**src/hw/rtl/slcp_pkg.sv**
```systemverilog
// package for the slcan command line parser
// holds defaults, result kinds, reply bytes, sequencer state type and hex_val
package slcp_pkg;

    localparam int unsigned LINE_LEN_DEF = 33;

    localparam logic [1:0] KIND_REPLY = 2'd0;
    localparam logic [1:0] KIND_FRAME = 2'd1;
    localparam logic [1:0] KIND_OPEN  = 2'd2;
    localparam logic [1:0] KIND_CLOSE = 2'd3;

    localparam logic [7:0] ACK_BYTE  = 8'h0d;
    localparam logic [7:0] NACK_BYTE = 8'h07;

    localparam logic [2:0] BITRATE_RST = 3'd3;

    typedef enum logic [3:0] {
        ST_IDLE,
        ST_STORE,
        ST_CMD,
        ST_WALK,
        ST_WAIT,
        ST_DONE,
        ST_EMIT
    } t_state;

    // hex digit value, non-hex reads as zero
    function automatic logic [3:0] hex_val(input logic [7:0] c);
        logic [3:0] v;
        v = 4'd0;
        if (c >= 8'h30 && c <= 8'h39) v = 4'(c - 8'h30);
        else if (c >= 8'h41 && c <= 8'h46) v = 4'(c - 8'h37);
        else if (c >= 8'h61 && c <= 8'h66) v = 4'(c - 8'h57);
        return v;
    endfunction

endpackage

```
**src/hw/rtl/slcan_command_line_parser_unit.sv**
```systemverilog
// slcan command line parser top level: line buffer memory, decode sequencer
// and a result queue; depends on slcp_pkg
//
// usage: host bytes enter on i_rx_byte with i_valid/o_ready, one beat per
// byte. result beats leave on the o_ fields with o_valid/i_ready; o_last
// marks the final result beat caused by an input byte. an input byte that
// causes no result is finished once it is written into the line buffer.
// bytes are stored in a single-port synchronous line buffer memory. a CR
// walks the stored line through the memory one byte per cycle with a
// registered read (ST_CMD, ST_WALK, ST_WAIT) and decodes it in ST_DONE,
// then each result is held one beat at a time in an output register
// (o_valid high) until taken, one beat per cycle at best. a new byte is
// accepted only after all results of the previous one have been taken;
// a stalled receiver holds the block with payload stable.
// reset (synchronous, i_rst_n low) empties the line, sets bitrate 500k and
// timestamps off; the buffer contents stay undefined until written.
// a CR is decoded before its results queue up: at most 6 per byte.
module slcan_command_line_parser_unit #(
    parameter int unsigned LINE_LEN = slcp_pkg::LINE_LEN_DEF
) (
    input  logic        i_clk,
    input  logic        i_rst_n,
    input  logic        i_valid,
    output logic        o_ready,
    input  logic [7:0]  i_rx_byte,
    output logic        o_valid,
    input  logic        i_ready,
    output logic [1:0]  o_kind,
    output logic [7:0]  o_reply_byte,
    output logic [28:0] o_frame_id,
    output logic        o_frame_extended,
    output logic        o_frame_rtr,
    output logic [3:0]  o_frame_dlc,
    output logic [63:0] o_frame_data,
    output logic [2:0]  o_bitrate_sel,
    output logic        o_timestamp_on,
    output logic        o_last
);
    import slcp_pkg::*;

    localparam int unsigned AW = $clog2(LINE_LEN);
    localparam int unsigned CW = $clog2(LINE_LEN + 1);

    logic [7:0] r_mem [LINE_LEN];
    logic [7:0] r_rdata;

    t_state r_state, n_state;
    logic [CW-1:0] r_fill, n_fill;
    logic [7:0]    r_byte;
    logic [2:0]    r_bitrate, n_bitrate;
    logic          r_ts, n_ts;
    logic [CW-1:0] r_idx, n_idx;
    logic [7:0]    r_cmd, n_cmd;
    logic [7:0]    r_arg, n_arg;
    logic [28:0]   r_id, n_id;
    logic [3:0]    r_dlc, n_dlc;
    logic [63:0]   r_data, n_data;
    logic [CW-1:0] r_len, n_len;

    // result queue: small register file read out in order
    logic [2:0]    r_qn, n_qn;
    logic [2:0]    r_qh, n_qh;
    logic [1:0]    r_qk [6];
    logic [7:0]    r_qb [6];
    logic          r_push_frame;

    logic          mem_we;
    logic [AW-1:0] mem_addr;
    logic          push;
    logic [1:0]    push_kind;
    logic [7:0]    push_byte;
    logic          frame_ok;
    logic [3:0]    dig;
    logic          ext;
    logic [CW-1:0] head;

    always_ff @(posedge i_clk) begin
        if (mem_we) r_mem[mem_addr] <= r_byte;
        r_rdata <= r_mem[mem_addr];
    end

    assign dig  = hex_val(r_rdata);
    assign ext  = ~r_cmd[5];
    assign head = ext ? CW'(9) : CW'(4);
    assign o_ready = (r_state == ST_IDLE);

    // next state
    always_comb begin
        n_state = r_state;
        case (r_state)
            ST_IDLE:  if (i_valid) n_state = ST_STORE;
            ST_STORE: begin
                if (r_fill + CW'(1) == CW'(LINE_LEN)) n_state = ST_EMIT;
                else if (r_byte == ACK_BYTE) n_state = ST_CMD;
                else n_state = ST_IDLE;
            end
            ST_CMD:   n_state = ST_WALK;
            ST_WALK:  if (r_idx + CW'(1) >= r_fill) n_state = ST_WAIT;
            ST_WAIT:  n_state = ST_DONE;
            ST_DONE:  n_state = ST_EMIT;
            ST_EMIT:  if (r_qn == 3'd0 ||
                          (i_ready && r_qh + 3'd1 == r_qn)) n_state = ST_IDLE;
            default:  n_state = ST_IDLE;
        endcase
    end

    // memory address and write enable
    always_comb begin
        mem_we   = (r_state == ST_STORE);
        mem_addr = AW'(r_fill);
        if (r_state == ST_CMD || r_state == ST_WALK) mem_addr = AW'(r_idx);
    end

    assign frame_ok = (r_len >= head) && (r_dlc <= 4'd8) &&
                      (r_len == head + CW'(1) + CW'({r_dlc, 1'b0}));

    // datapath and decode
    always_comb begin
        n_fill = r_fill; n_bitrate = r_bitrate; n_ts = r_ts;
        n_idx = r_idx; n_cmd = r_cmd; n_arg = r_arg; n_id = r_id;
        n_dlc = r_dlc; n_data = r_data; n_len = r_len;
        n_qn = r_qn; n_qh = r_qh;
        push = 1'b0; push_kind = KIND_REPLY; push_byte = ACK_BYTE;
        case (r_state)
            ST_IDLE: begin
                n_qn = 3'd0; n_qh = 3'd0;
                if (r_fill >= CW'(LINE_LEN)) n_fill = '0;
            end
            ST_STORE: begin
                n_fill = r_fill + CW'(1);
                n_idx  = '0;
                n_len  = r_fill;
                n_id = '0; n_dlc = '0; n_data = '0; n_arg = '0;
                if (r_fill + CW'(1) == CW'(LINE_LEN)) begin
                    push = 1'b1; push_byte = NACK_BYTE; n_fill = '0;
                end
            end
            ST_CMD: n_idx = r_idx + CW'(1);
            ST_WALK, ST_WAIT: begin
                // r_rdata holds the byte at r_idx - 1
                if (r_state == ST_WALK) n_idx = r_idx + CW'(1);
                if (r_idx == CW'(1)) n_cmd = r_rdata;
                else begin
                    if (r_idx == CW'(2)) n_arg = r_rdata;
                    if (r_idx - CW'(1) < head)
                        n_id = ext ? {r_id[24:0], dig} : {18'd0, r_id[6:0], dig};
                    else if (r_idx - CW'(1) == head) n_dlc = dig;
                    else if (r_idx - CW'(1) <= head + CW'(16) && r_idx - CW'(1) < r_len)
                        n_data = {r_data[59:0], dig};
                end
            end
            ST_DONE: begin
                n_fill = '0;
                if (!ext) n_id = {18'd0, r_id[10:0]};
                else n_id = {r_id[28:16] & 13'h1fff, r_id[15:0]};
                // shift data bytes to the top
                if (frame_ok)
                    n_data = r_data << (7'd64 - 7'({r_dlc, 3'b000}));
                if (r_dlc == 4'd0) n_data = '0;
            end
            default: ;
        endcase
        if (r_state == ST_EMIT && o_valid && i_ready) n_qh = r_qh + 3'd1;
        if (r_state == ST_DONE) begin
            case (r_cmd)
                8'h5a: begin
                    if (r_len >= CW'(1) && r_arg == 8'h30) n_ts = 1'b0;
                    else if (r_len >= CW'(1) && r_arg == 8'h31) n_ts = 1'b1;
                end
                8'h53: begin
                    if (r_len >= CW'(1)) begin
                        case (r_arg)
                            8'h33: n_bitrate = 3'd0;
                            8'h34: n_bitrate = 3'd1;
                            8'h35: n_bitrate = 3'd2;
                            8'h36: n_bitrate = 3'd3;
                            8'h38: n_bitrate = 3'd4;
                            default: ;
                        endcase
                    end
                end
                default: ;
            endcase
        end
    end

    // result list built in DONE
    logic [1:0] l_k [6];
    logic [7:0] l_b [6];
    logic [2:0] l_n;
    logic       l_fr;
    logic       s_ok;
    always_comb begin
        for (int i = 0; i < 6; i++) begin
            l_k[i] = KIND_REPLY; l_b[i] = ACK_BYTE;
        end
        l_n = 3'd1; l_fr = 1'b0;
        s_ok = (r_len >= CW'(1)) && (r_arg == 8'h33 || r_arg == 8'h34 ||
               r_arg == 8'h35 || r_arg == 8'h36 || r_arg == 8'h38);
        case (r_cmd)
            8'h4f: begin l_k[0] = KIND_OPEN; l_n = 3'd2; end
            8'h43: begin l_k[0] = KIND_CLOSE; l_n = 3'd2; end
            8'h74, 8'h54, 8'h72, 8'h52: begin
                if (frame_ok) begin l_k[0] = KIND_FRAME; l_n = 3'd2; l_fr = 1'b1; end
            end
            8'h5a: begin
                if (!(r_len >= CW'(1) && (r_arg == 8'h30 || r_arg == 8'h31))) begin
                    l_b[0] = NACK_BYTE; l_n = 3'd2;
                end
            end
            8'h4d, 8'h6d: ;
            8'h53: if (!s_ok) l_b[0] = NACK_BYTE;
            8'h46: begin
                l_b[0] = 8'h46; l_b[1] = 8'h31; l_b[2] = 8'h32; l_n = 3'd4;
            end
            8'h56, 8'h4e: begin
                l_b[0] = r_cmd; l_b[1] = 8'h31; l_b[2] = 8'h32;
                l_b[3] = 8'h33; l_b[4] = 8'h34; l_n = 3'd6;
            end
            default: l_b[0] = NACK_BYTE;
        endcase
    end

    always_ff @(posedge i_clk) begin
        if (r_state == ST_IDLE && i_valid) r_byte <= i_rx_byte;
        if (push) begin
            r_qk[0] <= push_kind; r_qb[0] <= push_byte;
        end
        if (r_state == ST_DONE) begin
            for (int i = 0; i < 6; i++) begin
                r_qk[i] <= l_k[i]; r_qb[i] <= l_b[i];
            end
            r_push_frame <= l_fr;
        end
        if (push) r_push_frame <= 1'b0;
        r_idx <= n_idx; r_cmd <= n_cmd; r_arg <= n_arg; r_id <= n_id;
        r_dlc <= n_dlc; r_data <= n_data; r_len <= n_len;
    end

    always_ff @(posedge i_clk) begin
        if (!i_rst_n) begin
            r_state <= ST_IDLE; r_fill <= '0; r_bitrate <= BITRATE_RST;
            r_ts <= 1'b0; r_qn <= '0; r_qh <= '0;
        end else begin
            r_state <= n_state; r_fill <= n_fill; r_bitrate <= n_bitrate;
            r_ts <= n_ts; r_qh <= n_qh;
            if (push) r_qn <= 3'd1;
            else if (r_state == ST_DONE) r_qn <= l_n;
            else r_qn <= n_qn;
        end
    end

    // output register view of the queue head
    logic frame_beat;
    assign o_valid = (r_state == ST_EMIT) && (r_qh < r_qn);
    assign frame_beat = (r_qk[r_qh] == KIND_FRAME) && r_push_frame;
    always_comb begin
        o_kind           = r_qk[r_qh];
        o_reply_byte     = (r_qk[r_qh] == KIND_REPLY) ? r_qb[r_qh] : 8'd0;
        o_frame_id       = frame_beat ? r_id : 29'd0;
        o_frame_extended = frame_beat & ext;
        o_frame_rtr      = frame_beat & r_cmd[1];
        o_frame_dlc      = frame_beat ? r_dlc : 4'd0;
        o_frame_data     = frame_beat ? r_data : 64'd0;
        o_bitrate_sel    = r_bitrate;
        o_timestamp_on   = r_ts;
        o_last           = (r_qh + 3'd1 == r_qn);
    end

endmodule
```
**config.mk**
```make
export PLATFORM = sky130hd
export DESIGN_NAME = slcan_command_line_parser_unit
export DESIGN_NICKNAME = d
export VERILOG_FILES = /design/src/hw/rtl/slcp_pkg.sv /design/src/hw/rtl/slcan_command_line_parser_unit.sv
export SDC_FILE = /design/constraint.sdc
export NUM_CORES = 1
export LEC_CHECK = 0
export BUFFER_PORTS_ARGS = -buffer_cell sky130_fd_sc_hd__buf_2
export CAP_MARGIN = 25
export CORE_ASPECT_RATIO = 2
export CORE_MARGIN = 2
export CORE_UTILIZATION = 61
export DETAILED_ROUTE_END_ITERATION = 12
export PLACE_DENSITY = 0.84
export SLEW_MARGIN = 20
export SYNTH_ARGS = -nofsm -noshare
export SYNTH_HDL_FRONTEND = slang
export SYNTH_SLANG_ARGS = --single-unit
export TNS_END_PERCENT = 20
```
**constraint.sdc**
```tcl
create_clock -name i_clk -period 9.5 [get_ports i_clk]
set_clock_uncertainty 0.1 [all_clocks]
set_input_delay 1.425 -clock i_clk [delete_from_list [all_inputs] [get_ports i_clk]]
set_output_delay 1.425 -clock i_clk [all_outputs]
set_load 0.05 [all_outputs]
```
# ---- After elaboration in Yosys (flattened, before gate mapping)
# Memory sizes are Yosys's and may differ from the RTL's. A register that Yosys moved wholly into a read port is not among the register bits.
# Index checks and enable logic that the tools add are counted.
dict set report word_totals {
  n_memories 3
  elab_cells 230
  out_inout_bits 116
  ram_bits 324
  ff_bits 154
}
dict set report op_classes {
  mux 74
  add_sub_neg 11
  bitwise 7
  n_reduce_logical 54
  n_eq_ne 48
  magnitude_cmp 15
  n_shift 1
}
# name words word_bits read_ports rd_clocked_by_memory_dff wr line_no
set memory_table {}
lappend memory_table {r_mem 33 8 1 1 1 slcan_command_line_parser_unit.sv:44} ;# logic [7:0] r_mem [LINE_LEN];
lappend memory_table {r_qb 6 8 1 1 6 slcan_command_line_parser_unit.sv:64} ;# logic [7:0] r_qb [6];
lappend memory_table {r_qk 6 2 1 1 6 slcan_command_line_parser_unit.sv:63} ;# logic [1:0] r_qk [6];
# cell count
set op_table {}
lappend op_table {{$mux W64} 7}
lappend op_table {{$pmux W64 S3} 1}
lappend op_table {{$mux W29} 5}
lappend op_table {{$eq A8 B7 Y1 const B} 13}
lappend op_table {{$pmux W29 S3} 1}
lappend op_table {{$shl A64 B7 Y64} 1}
lappend op_table {{$mux W4} 15}
lappend op_table {{$eq A8 B6 Y1 const B} 7}
lappend op_table {{$pmux W8 S5} 1}
lappend op_table {{$pmux W6 S3} 2}
lappend op_table {{$mux W8} 4}
lappend op_table {{$pmux W3 S5} 2}
lappend op_table {{$mux W14} 2}
lappend op_table {{$pmux W4 S7} 1}
lappend op_table {{$mux W3} 8}
lappend op_table {{$mux W6} 4}
lappend op_table {{$ne A2 B2 Y1 const B} 12}
lappend op_table {{$ge A8 B7 Y1 const B} 2}
lappend op_table {{$le A8 B7 Y1 const B} 2}
lappend op_table {{$logic_and A1 B1 Y1} 16}
lappend op_table {{$pmux W8 S2} 1}
lappend op_table {{$reduce_and A4 Y1} 4}
lappend op_table {{$mux W1} 14}
lappend op_table {{$add A6 B1 Y6 const B} 2}
lappend op_table {{52 further kinds} 83}

# ---- Longest topological paths before layout
dict set report depth {
  depth_word 10
  depth_mapped 13
}

# ---- Worst setup path before layout
# OpenSTA, ideal clock, no wires.
dict set report synth_path {
  kind {reg-to-reg}
  from {register r_idx[0]}
  to {register r_data[0] (enable)}
  path_stages_with_launch 13
  arrival_time_ns 7.367
  path_slack_ns 1.452
  t_required_ns 8.818
  n_path_buf 2
  period_less_slack_ns 8.048
  setup_ns 0.582
  cell_sequence {edfxtp_1 -> buf_2 -> buf_2 -> inv_1 -> ha_1 -> nor3b_1 -> xnor2_1 -> inv_1 -> ha_1 -> a21o_1 -> a2111oi_0 -> o211ai_1 -> a211oi_1}
}
dict set report synth_between {
  elab_chain_len 5
  elab_cells_between_ends 12
  classes_between {add/sub: 1; order compare: 3; eq/ne: 6; reduce/logical: 2}
}
# item line_no
set synth_lines {}
lappend synth_lines {{start, declared} slcan_command_line_parser_unit.sv:52} ;# logic [CW-1:0] r_idx, n_idx;
lappend synth_lines {{start signal, assigned} slcan_command_line_parser_unit.sv:236} ;# r_idx <= n_idx; r_cmd <= n_cmd; r_arg <= n_arg; r_id <= n_id;
lappend synth_lines {{$sub A6 B1 Y6} {slcan_command_line_parser_unit.sv:145, slcan_command_line_parser_unit.sv:147, slcan_command_line_parser_unit.sv:148}}
lappend synth_lines {{$le A6 B6 Y1 / $lt A6 B6 Y1 (equally long branches)} slcan_command_line_parser_unit.sv:148} ;# else if (r_idx - CW'(1) <= head + CW'(16) && r_idx - CW'(1) < r_len)
lappend synth_lines {{$logic_and A1 B1 Y1} slcan_command_line_parser_unit.sv:148}
lappend synth_lines {{$ne A2 B2 Y1 (no source line)} -}
lappend synth_lines {{$reduce_and A6 Y1 (no source line) (*)} -}
lappend synth_lines {{end signal, assigned} slcan_command_line_parser_unit.sv:237} ;# r_dlc <= n_dlc; r_data <= n_data; r_len <= n_len;
lappend synth_lines {{end, declared} slcan_command_line_parser_unit.sv:57} ;# logic [63:0] r_data, n_data;
# Every way passes the cells marked *; elsewhere a longest branch is shown, timed or not.
# A chain may end at the register's enable or synchronous reset.

# ---- Worst setup path in the final report
dict set report layout_path {
  from {register r_dlc[0]}
  to {register r_data[49] (data pin)}
}
dict set report layout_between {
  elab_chain_len 5
  elab_cells_between_ends 6
  classes_between {add/sub: 1; shift: 1; mux: 3; reduce/logical: 1}
}
# item line_no
set layout_lines {}
lappend layout_lines {{start, declared} slcan_command_line_parser_unit.sv:56} ;# logic [3:0] r_dlc, n_dlc;
lappend layout_lines {{start signal, assigned} slcan_command_line_parser_unit.sv:237}
lappend layout_lines {{$sub A7 B7 Y7} slcan_command_line_parser_unit.sv:158} ;# n_data = r_data << (7'd64 - 7'({r_dlc, 3'b000}));
lappend layout_lines {{$shl A64 B7 Y64} slcan_command_line_parser_unit.sv:158}
lappend layout_lines {{$mux W64} slcan_command_line_parser_unit.sv:157} ;# if (frame_ok)
lappend layout_lines {{$mux W64 (*)} slcan_command_line_parser_unit.sv:159} ;# if (r_dlc == 4'd0) n_data = '0;
lappend layout_lines {{$pmux W64 S3 (*)} slcan_command_line_parser_unit.sv:124} ;# case (r_state)
lappend layout_lines {{via n_data[49]} slcan_command_line_parser_unit.sv:57}
# The timed path passes the listed nets; every way through them passes the cells marked *. The select of a mux whose other input is x is not followed.

==> flow_summary.yaml <==
logic_synthesis:
  syn_area_um2: 21500
  synth_cell_types: 89
  syn_inst: 1755
  synthArstFlopShare_pct: 0
  ys.flop_type: "edfxtp_1"
  synth-edff-count: 411
  syn_area_per_cell_um2: 12.2
  ys_ff_latch: 442
  synth-seq-area-share_pct: 60.3
  ys_warn_count: 0
setup_path:
  path_class: "register to register"
  path_max_fanout: 55
  cpMaxStageDelayCell: "nor2_1"
  slowest_delay_ps: 970
  critPathCaptureType: "register"
  arrival_ps: 5460
  crit_chain: "buf_4 > inv_1 > ha_1 > buf_4 > clkinv_1 > nor2_1 > a21oi_1 > nor2_1 > a21oi_1 > o21ai_0"
  cp-start-kind: "register"
  cp_data_required_time_ps: 9780
worst_hold_path:
  hold_path_class: "register to register"
timing:
  worst_pin_slew_ps: 1110
  hold_ws_ps: 381
  rsz0062_at_grt: "false"
  finalCriticalPeriod_ps: 5190
  worst_slack_ps: 4310
  setup_viol: 0
  hold_viol: 0
  drv_slew: 0
  finalCritPeriodShare_pct: 54.6
  max_slew_margin_pct: 23.8
  tns_ps: 0
  max_freq_mhz: 193
layout:
  finalInstanceArea_um2: 23900
  n_fill_cell: 2483
  num_antenna_cells: 0
  final_util_pct: 68.5
  drive_gt1_share_pct: 15.4
  finalNonFillerCells: 2320
  regArea_um2: 13000
  nNetsFinal: 1893
  layout-area-overhead-vs-synth_pct: 11.0
  multi_input_area_um2: 7930
outcome:
  status: "finished clean"
clock_network:
  clockBufferDepth: 3
  clockRootBuffer: "clkbuf_16"
  htree_levels: 2
  numCtsBuffers: 38
  clkLatencyLatePin_ps: 560
  cts_resized: 0
  cts_hold_buf: 0
  clock_sinks: 442
  clk_pin_slew_ps: 70
  cts_tree: "done"
  post-cts-setup-buffers: 0
detailed_routing:
  routed_wl_um: 58600
  avgViaCountPerCell: 6.76
  ant_nets: 0
  wl_per_cell_um: 25.2
  drtPass1Iterations: 7
  via_count: 15700
  drt_iter0_markers: 1551
  drc: 0
job:
  maxCapViolCount: 0
die:
  initial_core_util_pct: 61.7
  num_rows: 97
  fp.coreArea_um2: 34800
  fp.dieH_um: 269
  dieArea_um2: 36800
  die_w_um: 137
  ios: 128
place:
  dp_slack_ps: 4450
  place_area_um2: 22500
  gp_congestion: 0.965
  hpwl_um: 40200
  port_buffers: 127
  dp.cells: 2243
global_route:
  grt_max_degree: 96
  antenna_found_initial: 0
  grt_pass1_wl_um: 88600
  grt_pass1_vias: 15800
  grt.overflow.total: 0
  grt.total_usage_pct: 31.9
power:
  power_density_nw_per_um2: 202
  p_total_mw: 4.81
  p_leak_nw: 8.64
  seqPwrFrac_pct: 50.3
  combPwrFrac_pct: 16.4
  intPower_mw: 3.45
  clockPowerShare_pct: 33.3
  max-vdd-ir-drop_mv: 0.179
  swShare_pct: 28.3
  p_sw_mw: 1.36
## routing by layer
layer  global-route usage (%)  part of all wire [%]  vias up
met2                     56.4                    53     1006
met1                     31.7                    30     7500
met3                     5.25                   7.2      325
li1                         -                     -     6844
met4                     26.3                   9.7        0
met5                        0                     0        -
## power by group through the flow
stage	Clock, mW	Combinational (mW)	Sequential, mW
finish	1.60	0.788	2.42
global route	1.69	0.845	2.43
CTS	1.61	0.757	2.42
detailed placement	0	0.752	2.47
global placement	0	0.722	2.46
floorplan	0	0.552	2.40
## cell type report
cell class                      instances  area share (%)
Clock buffer                           44            4.17
Inverter                               42           0.661
Tap cell                              445            2.33
Timing Repair Buffer                  167            4.09
Multi-Input combinational cell       1154            33.2
Clock inverter                         26            1.20
Sequential cell                       442            54.3
## worst max-delay path, delay by kind of cell (launching register included)
family	cells	cell delay, ps
buf+inv	4	2550
simple gates	2	1120
compound gates	3	460
fa+ha+maj	1	440
flops	1	320
## cell usage after synthesis, drive strengths merged, types with 10 or more instances
| library cell | count | share of area (%) |
|---|---|---|
| a211oi | 10 | 0.35 |
| a21o | 11 | 0.38 |
| a21oi | 100 | 2.4 |
| a221oi | 28 | 1.1 |
| a222oi | 12 | 0.56 |
| a22o | 17 | 0.69 |
| a22oi | 45 | 1.6 |
| a31oi | 17 | 0.49 |
| and2 | 121 | 3.5 |
| and3 | 26 | 0.76 |
| buf | 50 | 1.3 |
| clkbuf | 68 | 1.2 |
| dfxtp | 31 | 2.9 |
| edfxtp | 411 | 57 |
| ha | 36 | 2.1 |
| inv | 40 | 0.70 |
| mux2 | 14 | 0.77 |
| mux2i | 88 | 4.1 |
| mux4 | 19 | 2.0 |
| nand2 | 129 | 2.3 |
| nand2b | 27 | 0.79 |
| nand3 | 39 | 0.91 |
| nand4 | 11 | 0.32 |
| nor2 | 108 | 1.9 |
| nor2b | 13 | 0.38 |
| nor3 | 31 | 0.77 |
| o21ai | 85 | 2.0 |
| o22ai | 26 | 0.76 |
| o31ai | 15 | 0.66 |
| xnor2 | 14 | 0.57 |
## cells by family after synthesis
logic type | Yosys count | share of synthesized area [%]
mux | 121 | 6.87
other cells | 2 | 0.0349
compound gates | 413 | 12.8
simple gates | 557 | 13.6
buf+inv | 160 | 3.21
xor+xnor | 24 | 1.05
fa+ha+maj | 36 | 2.10
flops | 442 | 60.3
## cell usage in the layout, fill, tap and decap left out, types with 14 or more instances in the layout
| cell | Yosys | routed |
|---|---|---|
| a21oi_1 | 98 | 98 |
| a221oi_1 | 28 | 28 |
| a22o_1 | 17 | 17 |
| a22oi_1 | 45 | 45 |
| a31oi_1 | 17 | 17 |
| and2_1 | 121 | 121 |
| and3_1 | 26 | 26 |
| buf_2 | 35 | 128 |
| buf_4 | 8 | 34 |
| clkbuf_16 | 0 | 39 |
| dfxtp_1 | 31 | 31 |
| edfxtp_1 | 411 | 411 |
| ha_1 | 36 | 36 |
| inv_1 | 39 | 39 |
| mux2i_1 | 87 | 86 |
| mux4_2 | 19 | 19 |
| nand2_1 | 129 | 128 |
| nand2b_1 | 27 | 27 |
| nand3_1 | 39 | 39 |
| nor2_1 | 107 | 107 |
| nor3_1 | 29 | 29 |
| o21ai_0 | 83 | 83 |
| o22ai_1 | 26 | 26 |
| xnor2_1 | 14 | 14 |
## registers in the layout, summed over array words and instances, names as in the netlist, named ones only
| signal | cells |
|---|---|
| r_mem | 264 |
| r_data | 64 |
| r_id | 29 |
| r_qb | 12 |
| r_arg | 8 |
| r_byte | 8 |
| r_cmd | 8 |
| r_rdata | 8 |
| r_fill | 6 |
| r_idx | 6 |
| r_len | 6 |
| r_dlc | 4 |
| o_bitrate_sel | 3 |
| r_qh | 3 |
| r_qn | 3 |
| r_state | 3 |
| r_qk | 2 |
| o_timestamp_on | 1 |
| r_push_frame | 1 |
## path summary, 6_finish.rpt
path                            depth (start not counted)            from  slack (ps)             end
worst max-delay path                                   10        r_dlc[0]        4310      r_data[49]
worst min-delay path                                    2  o_timestamp_on         380  o_timestamp_on
worst max register to register                         10        r_dlc[0]        4310      r_data[49]
worst min register to register                          2  o_timestamp_on         380  o_timestamp_on
Note: power is estimated with default switching activity, not from simulation.
